`src/rtl/mpt_pkg.sv`:
```
`default_nettype none
package mpt_pkg;

  localparam int CHANNELS_DEF    = 9;
  localparam int COUNT_WIDTH_DEF = 16;

  localparam int LEVEL_W    = 9;
  localparam int MASK_W     = 9;
  localparam int ACTION_W   = 3;
  localparam int CHANNEL_W  = 4;
  localparam int STEPS_W    = 16;
  localparam int OFFSET_W   = 8;
  localparam int S_TDATA_W  = 56;
  localparam int S_TUSER_W  = 4;
  localparam int M_TDATA_W  = 16;

  localparam logic [MASK_W-1:0] FULL_MASK = '1;

  localparam logic [7:0] LED_ON  = 8'd130;
  localparam logic [7:0] LED_OFF = 8'd26;
  localparam logic [7:0] PUMP_ON  [8] = '{8'd108, 8'd106, 8'd106, 8'd108,
                                          8'd106, 8'd101, 8'd104, 8'd98};
  localparam logic [7:0] PUMP_OFF [8] = '{8'd48, 8'd50, 8'd50, 8'd48,
                                          8'd50, 8'd55, 8'd52, 8'd58};

  typedef enum logic [ACTION_W-1:0] {
    ACT_TICK         = 3'd0,
    ACT_WRITE_TIMING = 3'd1,
    ACT_WRITE_OFFSET = 3'd2,
    ACT_ENABLE       = 3'd3,
    ACT_DISABLE      = 3'd4,
    ACT_SYNC         = 3'd5
  } action_t;

  typedef struct packed {
    logic start;
    logic step;
    logic apply;
    logic load;
  } dp_cmd_t;

  typedef struct packed {
    logic last;
  } dp_stat_t;

  function automatic logic is_full(input logic [ACTION_W-1:0] action,
                                   input logic [MASK_W-1:0] mask,
                                   input logic reset_all);
    return reset_all || (action == ACT_SYNC && mask == FULL_MASK);
  endfunction

  function automatic logic [7:0] def_on(input int unsigned n, input int unsigned chans);
    if (n == chans - 1) begin
      return LED_ON;
    end
    return PUMP_ON[n & 7];
  endfunction

  function automatic logic [7:0] def_off(input int unsigned n, input int unsigned chans);
    if (n == chans - 1) begin
      return LED_OFF;
    end
    return PUMP_OFF[n & 7];
  endfunction

endpackage
`default_nettype wire

```
`src/rtl/mpt_ctrl.sv`:
```
`default_nettype none
module mpt_ctrl (
  input  wire logic                              clk,
  input  wire logic                              rst,
  input  wire logic                              s_tvalid,
  output logic                                   s_tready,
  input  wire logic [mpt_pkg::ACTION_W-1:0]      action,
  input  wire logic [mpt_pkg::MASK_W-1:0]        channel_mask,
  input  wire logic                              reset_all,
  output logic                                   m_tvalid,
  input  wire logic                              m_tready,
  output mpt_pkg::dp_cmd_t                       cmd,
  input  wire mpt_pkg::dp_stat_t                 stat
);

  typedef enum logic [1:0] {S_IDLE, S_WALK, S_DONE} state_t;

  state_t state;
  logic   accept;
  logic   is_tick;

  assign s_tready = (state == S_IDLE);
  assign accept   = s_tvalid && s_tready;
  assign is_tick  = !mpt_pkg::is_full(action, channel_mask, reset_all) &&
                    (action == mpt_pkg::ACT_TICK);

  always_comb begin
    cmd.start = accept && is_tick;
    cmd.step  = (state == S_WALK);
    cmd.apply = accept;
    cmd.load  = (state == S_DONE) && (!m_tvalid || m_tready);
  end

  always_ff @(posedge clk) begin
    if (rst) begin
      state    <= S_IDLE;
      m_tvalid <= 1'b0;
    end else begin
      case (state)
        S_IDLE: begin
          if (accept) begin
            state <= is_tick ? S_WALK : S_DONE;
          end
        end
        S_WALK: begin
          if (stat.last) begin
            state <= S_DONE;
          end
        end
        S_DONE: begin
          if (cmd.load) begin
            state <= S_IDLE;
          end
        end
        default: state <= S_IDLE;
      endcase
      if (cmd.load) begin
        m_tvalid <= 1'b1;
      end else if (m_tready) begin
        m_tvalid <= 1'b0;
      end
    end
  end

  a_tick_walk: assert property (@(posedge clk) disable iff (rst)
    accept && is_tick |=> state == S_WALK)
    else $error("tick beat did not start a channel walk");

  a_walk_end: assert property (@(posedge clk) disable iff (rst)
    state == S_WALK && stat.last |=> state == S_DONE)
    else $error("walk did not finish after last channel");

  a_done_out: assert property (@(posedge clk) disable iff (rst)
    state == S_DONE && !m_tvalid |=> m_tvalid)
    else $error("result not loaded into free output register");

endmodule
`default_nettype wire

```
`src/rtl/mpt_dp.sv`:
```
`default_nettype none
module mpt_dp #(
  parameter int CHANNELS    = mpt_pkg::CHANNELS_DEF,
  parameter int COUNT_WIDTH = mpt_pkg::COUNT_WIDTH_DEF
) (
  input  wire logic                                  clk,
  input  wire logic                                  rst,
  input  wire mpt_pkg::dp_cmd_t                      cmd,
  output mpt_pkg::dp_stat_t                          stat,
  input  wire logic [mpt_pkg::ACTION_W-1:0]          action,
  input  wire logic [mpt_pkg::CHANNEL_W-1:0]         channel,
  input  wire logic [mpt_pkg::MASK_W-1:0]            channel_mask,
  input  wire logic [mpt_pkg::STEPS_W-1:0]           on_steps,
  input  wire logic [mpt_pkg::STEPS_W-1:0]           off_steps,
  input  wire logic signed [mpt_pkg::OFFSET_W-1:0]   offset_value,
  input  wire logic                                  reset_all,
  output logic [mpt_pkg::LEVEL_W-1:0]                levels
);

  localparam int IW  = (CHANNELS > 1) ? $clog2(CHANNELS) : 1;
  localparam int VIS = (CHANNELS < mpt_pkg::LEVEL_W) ? CHANNELS : mpt_pkg::LEVEL_W;

  logic [COUNT_WIDTH-1:0]       tick_count   [CHANNELS];
  logic [COUNT_WIDTH-1:0]       on_length    [CHANNELS];
  logic [COUNT_WIDTH-1:0]       off_length   [CHANNELS];
  logic [mpt_pkg::OFFSET_W-1:0] shift_offset [CHANNELS];
  logic [CHANNELS-1:0]          enabled;
  logic [CHANNELS-1:0]          level;
  logic [IW-1:0]                idx;

  logic [IW-1:0]                ch_sel;
  logic [CHANNELS-1:0]          mask_sel;
  logic                         full;
  logic                         full_apply;
  mpt_pkg::action_t             act;
  logic [COUNT_WIDTH-1:0]       cnt_inc;
  logic [COUNT_WIDTH-1:0]       on_thr;
  logic                         go_low;
  logic                         go_high;
  logic [mpt_pkg::LEVEL_W-1:0]  levels_now;

  always_comb begin
    act        = mpt_pkg::action_t'(action);
    full       = mpt_pkg::is_full(action, channel_mask, reset_all);
    full_apply = cmd.apply && full;
    ch_sel     = (32'(channel) >= CHANNELS) ? IW'(CHANNELS - 1) : IW'(channel);
    mask_sel   = CHANNELS'(channel_mask[VIS-1:0]);
    cnt_inc    = tick_count[idx] + 1'b1;
    on_thr     = on_length[idx] + COUNT_WIDTH'($signed(shift_offset[idx]));
    go_low     = level[idx] && (cnt_inc >= off_length[idx]);
    go_high    = !level[idx] && (cnt_inc >= on_thr);
    levels_now = mpt_pkg::LEVEL_W'(level[VIS-1:0]);
    stat.last  = (idx == IW'(CHANNELS - 1));
  end

  always_ff @(posedge clk) begin
    if (rst || full_apply) begin
      for (int n = 0; n < CHANNELS; n++) begin
        on_length[n]    <= COUNT_WIDTH'(mpt_pkg::def_on(n, CHANNELS));
        off_length[n]   <= COUNT_WIDTH'(mpt_pkg::def_off(n, CHANNELS));
        shift_offset[n] <= '0;
        tick_count[n]   <= '0;
      end
      level <= '0;
    end else if (cmd.apply) begin
      case (act)
        mpt_pkg::ACT_WRITE_TIMING: begin
          on_length[ch_sel]  <= COUNT_WIDTH'(on_steps);
          off_length[ch_sel] <= COUNT_WIDTH'(off_steps);
        end
        mpt_pkg::ACT_WRITE_OFFSET: begin
          shift_offset[ch_sel] <= offset_value;
        end
        mpt_pkg::ACT_DISABLE: begin
          level <= level & ~mask_sel;
        end
        mpt_pkg::ACT_SYNC: begin
          level <= level & ~mask_sel;
          for (int n = 0; n < CHANNELS; n++) begin
            if (mask_sel[n]) begin
              tick_count[n] <= '0;
            end
          end
        end
        default: ;
      endcase
    end else if (cmd.step && enabled[idx]) begin
      if (go_low) begin
        level[idx]      <= 1'b0;
        tick_count[idx] <= '0;
      end else if (go_high) begin
        level[idx]      <= 1'b1;
        tick_count[idx] <= '0;
      end else begin
        tick_count[idx] <= cnt_inc;
      end
    end
  end

  always_ff @(posedge clk) begin
    if (rst) begin
      enabled <= '0;
    end else if (cmd.apply && !full) begin
      case (act)
        mpt_pkg::ACT_ENABLE:  enabled <= enabled | mask_sel;
        mpt_pkg::ACT_DISABLE: enabled <= enabled & ~mask_sel;
        default: ;
      endcase
    end
  end

  always_ff @(posedge clk) begin
    if (rst) begin
      idx <= '0;
    end else if (cmd.start) begin
      idx <= '0;
    end else if (cmd.step) begin
      idx <= idx + 1'b1;
    end
  end

  always_ff @(posedge clk) begin
    if (cmd.load) begin
      levels <= levels_now;
    end
  end

  a_step_excl: assert property (@(posedge clk) disable iff (rst)
    cmd.step |-> !cmd.apply)
    else $error("channel walk overlaps an accepted beat");

  a_full_low: assert property (@(posedge clk) disable iff (rst)
    full_apply |=> level == '0)
    else $error("full reset left a channel high");

  a_load: assert property (@(posedge clk) disable iff (rst)
    cmd.load |=> levels == $past(levels_now))
    else $error("output register does not hold loaded levels");

endmodule
`default_nettype wire

```
`src/rtl/multichannel_pulse_timer.sv`:
```
// A non-tick beat is applied when accepted, and its levels are then loaded into
// the output register once it is free; a tick beat first walks the channel bank
// one channel per cycle. No new beat is accepted until the result is loaded.
// The output register frees the input side while a result waits downstream.
// Reset (rst, synchronous): default timings, zero offsets and counters,
// all channels disabled and low, no result pending.
`default_nettype none
module multichannel_pulse_timer #(
  parameter int CHANNELS    = mpt_pkg::CHANNELS_DEF,
  parameter int COUNT_WIDTH = mpt_pkg::COUNT_WIDTH_DEF
) (
  input  wire logic                             clk,
  input  wire logic                             rst,
  input  wire logic                             s_tvalid,
  output logic                                  s_tready,
  // channel[3:0], channel_mask[12:4], on_steps[28:13], off_steps[44:29],
  // offset_value[52:45], zero pad [55:53]
  input  wire logic [mpt_pkg::S_TDATA_W-1:0]    s_tdata,
  // action[2:0], reset_all[3]
  input  wire logic [mpt_pkg::S_TUSER_W-1:0]    s_tuser,
  output logic                                  m_tvalid,
  input  wire logic                             m_tready,
  // levels[8:0], zero pad [15:9]
  output logic [mpt_pkg::M_TDATA_W-1:0]         m_tdata
);

  mpt_pkg::dp_cmd_t            cmd;
  mpt_pkg::dp_stat_t           stat;
  logic [mpt_pkg::LEVEL_W-1:0] levels;

  mpt_ctrl u_ctrl (
    .clk          (clk),
    .rst          (rst),
    .s_tvalid     (s_tvalid),
    .s_tready     (s_tready),
    .action       (s_tuser[2:0]),
    .channel_mask (s_tdata[12:4]),
    .reset_all    (s_tuser[3]),
    .m_tvalid     (m_tvalid),
    .m_tready     (m_tready),
    .cmd          (cmd),
    .stat         (stat)
  );

  mpt_dp #(
    .CHANNELS    (CHANNELS),
    .COUNT_WIDTH (COUNT_WIDTH)
  ) u_dp (
    .clk          (clk),
    .rst          (rst),
    .cmd          (cmd),
    .stat         (stat),
    .action       (s_tuser[2:0]),
    .channel      (s_tdata[3:0]),
    .channel_mask (s_tdata[12:4]),
    .on_steps     (s_tdata[28:13]),
    .off_steps    (s_tdata[44:29]),
    .offset_value (s_tdata[52:45]),
    .reset_all    (s_tuser[3]),
    .levels       (levels)
  );

  assign m_tdata = mpt_pkg::M_TDATA_W'(levels);

endmodule
`default_nettype wire
```
`config.mk`:
```
export PLATFORM = sky130hd
export DESIGN_NAME = multichannel_pulse_timer
export DESIGN_NICKNAME = d
export VERILOG_FILES = /design/src/rtl/mpt_pkg.sv /design/src/rtl/mpt_ctrl.sv /design/src/rtl/mpt_dp.sv /design/src/rtl/multichannel_pulse_timer.sv
export SDC_FILE = /design/constraint.sdc
export NUM_CORES = 1
export LEC_CHECK = 0
export ABC_AREA = 1
export BUFFER_PORTS_ARGS = -buffer_cell sky130_fd_sc_hd__buf_2
export CORE_AREA = 2 2 349 351
export CTS_CLUSTER_SIZE = 14
export DETAILED_ROUTE_END_ITERATION = 7
export DIE_AREA = 0 0 351 353
export SYNTH_ARGS = -nofsm -noshare
export SYNTH_HDL_FRONTEND = slang
export SYNTH_SLANG_ARGS = --single-unit
```
`constraint.sdc`:
```
create_clock -name clk -period 6.02 [get_ports clk]
set_clock_uncertainty 0.05 [all_clocks]
set_input_delay 0.301 -clock clk [delete_from_list [all_inputs] [get_ports clk]]
set_output_delay 0.301 -clock clk [all_outputs]
set_load 0.01 [all_outputs]
```
# After elaboration in Yosys (flattened, before gate mapping)
# Memories as Yosys holds them, arrays and structs flattened. A register that Yosys moved wholly into a read port is not among the register bits.
# Cells that the tools add are included.
# classes
n_addsub	3
magnitude_cmp	5
eq_ne	13
n_mux	128
bitwise_logic	18
n_reduce_logical	32
# ops
op	count
$mux 16	14
$mux 1	82
$mux 4	13
$reduce_or 16->1	3
$mux 9	5
$ge 16x16->1	2
$mux 8	4
$and 9x9->9	3
$not 9->9	2
$or 9x9->9	2
$pmux 9 s2	1
$add 16x1->16 const B	1
$add 16x16->16	1
$logic_and 1x1->1	11
$or 1x1->1	11
$eq 9x9->1 const B	1
$bmux 1 s4	2
$mux 2	4
$ne 2x2->1 const B	4
$reduce_or 8->1	1
$eq 3x2->1 const B	2
$eq 3x3->1 const B	2
$mux 6	1
$pmux 2 s3	1
other kinds (18)	26
# word_totals
ff_bits	34
ram_bits	504
inputBits	64
wordCells	209
n_memories	4
# mem_list
name	words	width	read_ports	rd_ports_with_merged_regs	write_ports	line	rtl
u_dp.off_length	9	16	1	1	9	mpt_dp.sv:25	logic [COUNT_WIDTH-1:0] off_length [CHANNELS];
u_dp.on_length	9	16	1	1	9	mpt_dp.sv:24	logic [COUNT_WIDTH-1:0] on_length [CHANNELS];
u_dp.tick_count	9	16	1	1	9	mpt_dp.sv:23	logic [COUNT_WIDTH-1:0] tick_count [CHANNELS];
u_dp.shift_offset	9	8	1	1	9	mpt_dp.sv:26	logic [mpt_pkg::OFFSET_W-1:0] shift_offset [CHANNELS];

# Depth between registers and ports, before layout
# Gate-level depths: netlist of the first run.
# depth
depth_word	14
ltp_mapped	33
ltp_nobuf	26

# Modules after synthesis
# A second synthesis of the first run with hierarchy kept.
# unflattened
hier_cells	3918
hier_area_um2	41828.9
# modules_own_cells
mod	instances	cells_each	area_each_um2	seq_area_each_um2
mpt_dp	1	3879	41582.4	27696.6
mpt_ctrl	1	31	190.2	60.1
multichannel_pulse_timer	1	8	56.3	0.0

# Worst setup path before layout of the first run
# No wires, ideal clock.
# synth_path
path_kind	reg-to-reg
startpoint	register (tool-made name)
endpoint	memory u_dp.tick_count[10][7] in the netlist's numbering (data pin)
setup_ns	0.155
t_arrival_ns	5.039
required_time_ns	5.815
setup_slack_ns	0.776
path_stages_with_launch	27
path_buffers	6
period_less_slack_ns	5.244
path_cell_list	dfxtp_1 -> buf_2 -> clkbuf_1 -> buf_2 -> buf_1 -> clkbuf_1 -> o221ai_1 -> o211ai_1 -> nand2_1 -> ha_1 -> fa_1 -> a21oi_1 -> o21ai_0 -> a21boi_0 -> o21ai_0 -> a21boi_0 -> o21ai_0 -> xor2_1 -> ha_1 -> nand4_1 -> nor2_1 -> nor2_1 -> nand3_1 -> a21oi_4 -> buf_12 -> nand2_4 -> inv_1
# synth_rtl
item	line
end, declared	mpt_dp.sv:23

==> results of run 1 <==
per-stage QoR:
step / total power [W] / hold WS [ns] / worst slack [ns] / std cells / instance area, µm²
5_1_grt: 0.0149 / 0.0505 / 0.0302 / 6060 / 49000
3_3_place_gp: 0.00855 / 0.395 / 0.497 / 5824 / 45300
3_5_place_dp: 0.00857 / 0.398 / 0.460 / 5824 / 45300
4_1_cts: 0.0145 / 0.00214 / 0.428 / 6059 / 48900
2_1_floorplan: 0.00824 / 0.350 / 0.776 / 4268 / 43100
6_report: 0.0144 / 0.0413 / 0.423 / 6060 / 49000
sequential cells by signal (all words and copies together), names as in the netlist, named ones only:
name / flops
u_dp.off_length: 256
u_dp.levels: 9
u_dp.tick_count: 256
u_dp.on_length: 256
u_ctrl.m_tvalid: 1
u_ctrl.state: 2
u_dp.idx: 4
u_dp.shift_offset: 128
worst min-delay path, delay by kind of cell:
kind | cells | cell delay [ns]
compound gates | 1 | 0.11
buf+inv | 3 | 0.23
simple gates | 1 | 0.08
routing by layer:
layer  share of wire  global-route usage  vias to the layer above  routed length (µm)
met5         0.00048                   0                        -                  52
met4           0.029              0.0597                        8                3180
met3           0.058              0.0256                      223                6300
met2            0.50               0.303                      857               54800
met1            0.41               0.220                    14622               44900
li1                -                   -                    14206                   -
worst max path at each step:
stage	start	to	slack, ns	cells after the start
floorplan	flop	u_dp.tick_count[10][7]$_DFFE_PP_	0.78	26
global placement	flop	u_dp.tick_count[12][10]$_DFFE_PP_	0.50	25
detailed placement	flop	u_dp.tick_count[14][10]$_DFFE_PP_	0.46	28
CTS	flop	u_dp.tick_count[15][10]$_DFFE_PP_	0.43	28
global route	flop	u_dp.tick_count[14][10]$_DFFE_PP_	0.03	24
finish	flop	u_dp.tick_count[13][10]$_DFFE_PP_	0.42	24
cell usage in the layout (no fill, tap or decap), types with 27 or more instances in the layout:
master and n:
a21oi_1 62, edfxtp_1 905, clkbuf_16 103, ha_1 52, dlygate4sd3_1 53, nand3_1 226
buf_4 81, o221ai_1 126, o22ai_1 41, o211ai_1 46, o21ai_0 376, clkinv_1 63
inv_1 198, nand2_1 579, conb_1 351, clkbuf_1 27, nor2_1 881, buf_2 71
power by group:
| part | leakage (nW) | internal (W) | total [W] | switching (W) |
|---|---|---|---|---|
| logic | 8.02 | 0.000255 | 0.000896 | 0.000641 |
| registers | 9.21 | 0.00749 | 0.00757 | 0.0000828 |
| clock network | 1.51 | 0.00341 | 0.00594 | 0.00253 |
| total | 18.7 | 0.0112 | 0.0144 | 0.00326 |
area by class of cell:
class                           instances  area [µm²]  share of cell area
Tap cell                             1625        2030              0.0415
Inverter                              254         978              0.0200
Clock inverter                         50         419             0.00856
Antenna cell                            1        2.50           0.0000511
Sequential cell                       934       27800               0.567
Multi-Input combinational cell       2849       13400               0.273
Timing Repair Buffer                  215        1690              0.0344
Clock buffer                          132        2710              0.0553
cells by family after synthesis:
family                     Yosys count  share of synthesized area
DFF                                934                      0.664
xor gates and xnor gates            20                    0.00437
and+or+nand+nor                   1752                      0.170
other                                1                  0.0000897
AOI/OAI and AO/OA                  673                     0.0975
adders and majority gates           53                     0.0160
buffers and inverters              485                     0.0483
what timing repair did:
item | 4_1_cts | 5_1_grt
resized for setup | 0 | 3
endpoints found under the hold margin | 292 | 0
setup endpoints to repair | 0 | 21
hold buffers | 53 | 0
==> metrics.md, run 1 <==
| Metric | Value |
|---|---|
| Synth top area cells | `edfxtp_1, nor2_1, nand2_1` |
| DIE WIDTH | `approximately 350 µm` |
| Max-slew violation count | `0` |
| Sequential element share of the synthesized area | `0.664` |
| Cell Chain, Critical Path | `buf_12 > buf_4 > o21ai_0 > o221ai_1 > o211ai_1 > nand2_1 > ha_1 > a21oi_1 > o21ai_0 > a21boi_0 > buf_4 > o21ai_0 > a21boi_0 > o21ai_0 > xor2_1 > ha_1 > nand4_1 > nor2_1 > nor2_1 > nand3_1 > a21oi_4 > buf_12 > nand3_2 > inv_1` |
| Netlist cell types | `46` |
| Hold Crit Depth | `5` |
| Reg clk slew, reported paths | `roughly 0.06 ns` |
| Peak Freq | `between 0.15 and 0.2 GHz` |
| Final min period | `around 5.6 ns` |
| Vias in the first global route | `29.1k` |
| Fraction of registers with async set/reset | `0` |
| Layout cells sized above 1 | `0.0812` |
| Largest net degree at the start of global routing | `95` |
| First-pass GRT wire length | `167 mm` |
| Synth area leader | `edfxtp_1` |
| Crit end category | `flop` |
| Die Y | `roughly 350 µm` |
| Clock Latency Late Sink | `approximately 0.7 ns` |
| Wirelength per Cell | `18.0 µm` |
| # clock sinks | `between 900 and 1k` |
| Synthesized area per cell | `10.7 µm²` |
| Reg2Reg Depth | `24` |
| Gr usage total | `0.174` |
| RSZ-0062 raised after global routing | `no` |
| Synth Instances | `between 3k and 4k` |
| Flops & latches, synth | `between 900 and 1k` |
| R2r endpoint | `u_dp.tick_count[13][10]$_DFFE_PP_` |
| First drt pass iteration count | `5` |
| Net total in the final layout | `around 4.5k` |
| Initial Util | `0.347` |
| WP buf/inv | `5` |
| Top-count cell post-synth | `edfxtp_1` |
| CTS tree | `built` |
| Post-CTS setup buffers | `0` |
| Yosys top cell area share | `0.650` |
| Die footprint | `roughly 120,000 µm²` |
| Cell family with most CP delay | `compound AO/OA/AOI/OAI gates` |
| Final setup violation count | `0` |
| CTS max path bufs | `3` |
| DRC violations left | `0` |
| WL final | `109 mm` |
| Post-synth EDFFs | `roughly 910` |
| Total CTS buffers | `100` |
| Fin crit share | `0.930` |
| Root buf cell | `clkbuf_16` |
| Crit path top cell by count | `o21ai_0` |
| Mapped Area | `between 40,000 and 50,000 µm²` |
| Worst slew pin tran | `1.17 ns` |
| Io pins | `between 80 and 90` |
| H-Tree Depth | `3` |
| Setup TNS | `0 ns` |
| GP Congestion | `about 0.85` |
| Type of origin of the critical path | `flop` |
| Syn-to-layout area delta | `17.1%` |
| FF-to-FF setup slack | `approximately 0.42 ns` |
| CP max stage delay | `a little over 0.5 ns` |
| Synth Flop Type | `edfxtp_1` |
| Max-Cap Viols | `0` |
| Status | `complete, no violations` |
| Critical path class | `reg2reg` |
| Hold crit path type | `in2reg` |
| Worst VDD drop | `roughly 0.24 mV` |
| HPWL Detailed | `roughly 65 mm` |
| Antenna violations before repair | `5` |
| Fill count | `between 10k and 15k` |
| HP Start | `s_tuser[1]` |
| Synth Warn # | `0` |
| Leak | `18.7 nW` |
| Hold EP | `u_ctrl.state[1]$_SDFFE_PP0P_` |
| Power Density | `approximately 290 nW/µm²` |
| Synth top cells by count | `edfxtp_1, nor2_1, nand2_1` |
| Rel. slew slack | `0.221` |
| Hold Vio Cnt, Final | `0` |
| Core ar. | `121,000 µm²` |
| DR vias | `about 30k` |
| Row count | `between 100 and 150` |
| Critical path arrival | `approximately 6 ns` |
| Global route overflow | `0` |
| Slowest cell on crit path | `dfxtp_4` |
| Port Buffer Count | `71` |
| Via density | `just under 5` |
| CP max FO | `39` |
| CP required | `approximately 6.5 ns` |
| Initial drt markers | `2,501` |
| Final Util | `0.406` |
| Antenna Nets Post-Route | `0` |
(Power assumes the default switching activity.)
==> run 2, diff against run 1 <==
--- a/config.mk
+++ b/config.mk
@@ -8,4 +8,5 @@
 export ABC_AREA = 1
 export BUFFER_PORTS_ARGS = -buffer_cell sky130_fd_sc_hd__buf_2
+export CAP_MARGIN = 20
 export CORE_AREA = 2 2 349 351
 export CTS_CLUSTER_SIZE = 14
@@ -14,3 +15,4 @@
 export SYNTH_ARGS = -nofsm -noshare
 export SYNTH_HDL_FRONTEND = slang
+export SYNTH_HIERARCHICAL = 1
 export SYNTH_SLANG_ARGS = --single-unit
--- a/constraint.sdc
+++ b/constraint.sdc
@@ -3,3 +3,3 @@
 set_input_delay 0.301 -clock clk [delete_from_list [all_inputs] [get_ports clk]]
 set_output_delay 0.301 -clock clk [all_outputs]
-set_load 0.01 [all_outputs]
+set_load 0.05 [all_outputs]
==> run 2 against run 1 <==
  * Die area stayed put
  * First-iteration DRC count increased by 6.7%
  * Combinational power up 3.8%
  * Synthesized cell count stayed put
  * Count of clock-buffer cells in the layout increased by 2
  * Global-route usage up 0.51 points
  * Final cell count fell by 0.28%
  * Maximum frequency fell by 0.39%
  * Critical endpoint is now u_dp/tick_count[11][13]$_DFFE_PP_
==> metrics.md, run 2 <==
| Metric | Value |
|---|---|
| CP max FO | `38 (was 39)` |
| Power Density | `293 nW/µm² (was 294 nW/µm²)` |
| Antenna violations before repair | `5 (unchanged)` |
| # clock sinks | `934 (unchanged)` |
| Hold WS | `0.0619 ns (was 0.0413 ns)` |
| Synth top area cells | `edfxtp_1, nor2_1, nand2_1 (unchanged)` |
| First-pass GRT wire length | `171 mm (was 167 mm)` |
| CP max stage delay | `0.52 ns (was 0.51 ns)` |
| Reg clk slew, reported paths | `0.06 ns (about the same)` |
| Top flop regs | `u_dp/off_length x256, u_dp/on_length x256, u_dp/tick_count x256 (was u_dp.off_length x256, u_dp.on_length x256, u_dp.tick_count x256)` |
| Io pins | `82 (unchanged)` |
| Max-slew violation count | `0 (unchanged)` |
| Top-count cell post-synth | `edfxtp_1 (unchanged)` |
| Max-Cap Viols | `0 (unchanged)` |
| Final setup violation count | `0 (unchanged)` |
| Layout cells sized above 1 | `0.0788 (was 0.0812)` |
| Worst slew pin tran | `1.02 ns (was 1.17 ns)` |
| Yosys top cell area share | `0.650 (about the same)` |
| Synth top cells by count | `edfxtp_1, nor2_1, nand2_1 (unchanged)` |
| CTS tree | `built (unchanged)` |
| Final instance area | `48,800 µm² (was 49,000 µm²)` |
| H-Tree Depth | `3 (unchanged)` |
| Initial drt markers | `2,668 (was 2,501)` |
| Synthesized area per cell | `10.7 µm² (about the same)` |
| Flops & latches, synth | `934 (unchanged)` |
| Wirelength per Cell | `18.5 µm (was 18.0 µm)` |
| FF-to-FF setup slack | `0.40 ns (was 0.42 ns)` |
| HPWL Detailed | `65.5 mm (was 64.8 mm)` |
| Critical path arrival | `6.07 ns (was 6.05 ns)` |
| Row count | `128 (unchanged)` |
| Area after DPL | `45,200 µm² (was 45,300 µm²)` |
| Peak Freq | `0.178 GHz (was 0.179 GHz)` |
| Global route overflow | `0 (unchanged)` |
| Leak | `18.6 nW (was 18.7 nW)` |
| Die Y | `353 µm (unchanged)` |
| Synth area leader | `edfxtp_1 (unchanged)` |
| Rel. slew slack | `0.320 (was 0.221)` |
| Total CTS buffers | `99 (was 100)` |
| Cells after DPL | `5,813 (was 5,824)` |
| Root buf cell | `clkbuf_16 (unchanged)` |
| RSZ-0062 raised after global routing | `no (unchanged)` |
| DRC violations left | `0 (unchanged)` |
| Slowest cell on crit path | `dfxtp_4 (unchanged)` |
| Commonest cells after routing, fill and taps aside | `edfxtp_1, nor2_1, nand2_1 (unchanged)` |
| Gr usage total | `0.179 (was 0.174)` |
| Most common cell after layout, fill and taps aside | `edfxtp_1 (unchanged)` |
| Status | `complete, no violations (unchanged)` |
| Largest net degree at the start of global routing | `176 (was 95)` |
| Netlist cell types | `50 (was 46)` |
| Initial Util | `0.347 (about the same)` |
| DIE WIDTH | `351 µm (unchanged)` |
| Critical path class | `reg2reg (unchanged)` |
| Hold Vio Cnt, Final | `0 (unchanged)` |
| First drt pass iteration count | `5 (unchanged)` |
| Synth Instances | `3,918 (unchanged)` |
| Post-route insts no fill | `6,043 (was 6,060)` |
| HP Start | `s_tdata[10] (was s_tuser[1])` |
| PnR Total Power | `0.0143 W (was 0.0144 W)` |
| CP required | `6.47 ns (about the same)` |
| Hold crit path type | `in2reg (unchanged)` |
| Post-synth EDFFs | `905 (unchanged)` |
| Port Buffer Count | `71 (unchanged)` |
| GP Congestion | `0.855 (was 0.849)` |
| Via density | `4.98 (was 4.94)` |
| Vias in the first global route | `29.2k (was 29.1k)` |
| Crit path top cell by count | `nand2_1 (was o21ai_0)` |
| Syn-to-layout area delta | `16.6% (was 17.1%)` |
| Clock Latency Late Sink | `0.69 ns (was 0.68 ns)` |
| Net total in the final layout | `4,454 (was 4,471)` |
| Fin crit share | `0.933 (was 0.930)` |
| Crit end category | `flop (unchanged)` |
| Mapped Area | `41,800 µm² (about the same)` |
| Synth Warn # | `6 (was 0)` |
| Cell family with most CP delay | `buffers and inverters (was compound AO/OA/AOI/OAI gates)` |
| Worst VDD drop | `0.274 mV (was 0.245 mV)` |
| Die footprint | `124,000 µm² (unchanged)` |
| DR vias | `30.1k (was 29.9k)` |
| WP buf/inv | `5 (unchanged)` |
| Synth Flop Type | `edfxtp_1 (unchanged)` |
| WL final | `112 mm (was 109 mm)` |
| Antenna Nets Post-Route | `0 (unchanged)` |
| Sequential element share of the synthesized area | `0.664 (about the same)` |
| Core ar. | `121,000 µm² (unchanged)` |
| Setup TNS | `0 ns (unchanged)` |
| Type of origin of the critical path | `flop (unchanged)` |
| CTS max path bufs | `3 (unchanged)` |
| Fraction of registers with async set/reset | `0 (unchanged)` |
| Final min period | `5.62 ns (was 5.60 ns)` |
run 2: path summary, 6_finish.rpt:
kind | to | cells past startpoint
worst max register to register | u_dp/tick_count[11][13]$_DFFE_PP_ | 25
worst min-delay path | flop | 6
worst min register to register | flop | 2
worst max-delay path | u_dp/tick_count[11][13]$_DFFE_PP_ | 25
run 2: per-stage QoR:
stage | util | worst slack, ns
finish | 0.405 | 0.401
global route | 0.405 | 0.00201
CTS | 0.404 | 0.264
detailed placement | 0.375 | 0.295
global placement | 0.375 | 0.370
floorplan | - | 0.777
run 2: cell families (layout without fill, tap and decap cells):
| family | Yosys count | in the layout | synth area share |
|---|---|---|---|
| other | 2 | 353 | 0.000180 |
| XOR/XNOR | 19 | 19 | 0.00434 |
| buffers and inverters | 482 | 631 | 0.0484 |
| flip-flops | 934 | 934 | 0.664 |
| AO/OA/AOI/OAI | 659 | 659 | 0.0958 |
| adder cells (fa/ha/maj) | 53 | 53 | 0.0160 |
| AND/OR/NAND/NOR | 1769 | 1769 | 0.172 |
run 2: timing repair:
item,4_1_cts,5_1_grt
setup buffers,0,0
resized for setup,0,4
endpoints found under the setup margin,0,134
endpoints found under the hold margin,287,0
hold buffers,47,0
run 2: tightest hold or removal path, stage by stage:
cell,delay (ns)
buf_2,0.08
inv_1,0.08
nand3_1,0.08
o21ai_0,0.08
nand2_1,0.07
a21oi_1,0.05
run 2: power breakdown:
| group | total [W] | switching, W | leakage [nW] | internal (W) |
|---|---|---|---|---|
| sequential | 0.00758 | 0.0000853 | 9.19 | 0.00749 |
| combinational | 0.000930 | 0.000674 | 7.95 | 0.000257 |
| clock | 0.00580 | 0.00250 | 1.47 | 0.00329 |
| total | 0.0143 | 0.00326 | 18.6 | 0.0110 |
run 2: area by class of cell:
type                    instances  area (µm²)
well taps                    1625        2030
repair buffers                197        1600
clock buffers                 134        2650
diodes                          2        5.00
fillers                     11702       71800
flip-flops and latches        934       27800
multi-input cells            2851       13400
clock inverters                46         383
inverters                     254         978
run 2: layer usage:
metal,vias to the layer above,share of wire,GRT usage
li1,14176,-,-
met1,14773,0.41,0.228
met2,948,0.49,0.304
met3,197,0.068,0.0308
met4,8,0.031,0.0680
met5,-,0.00030,0
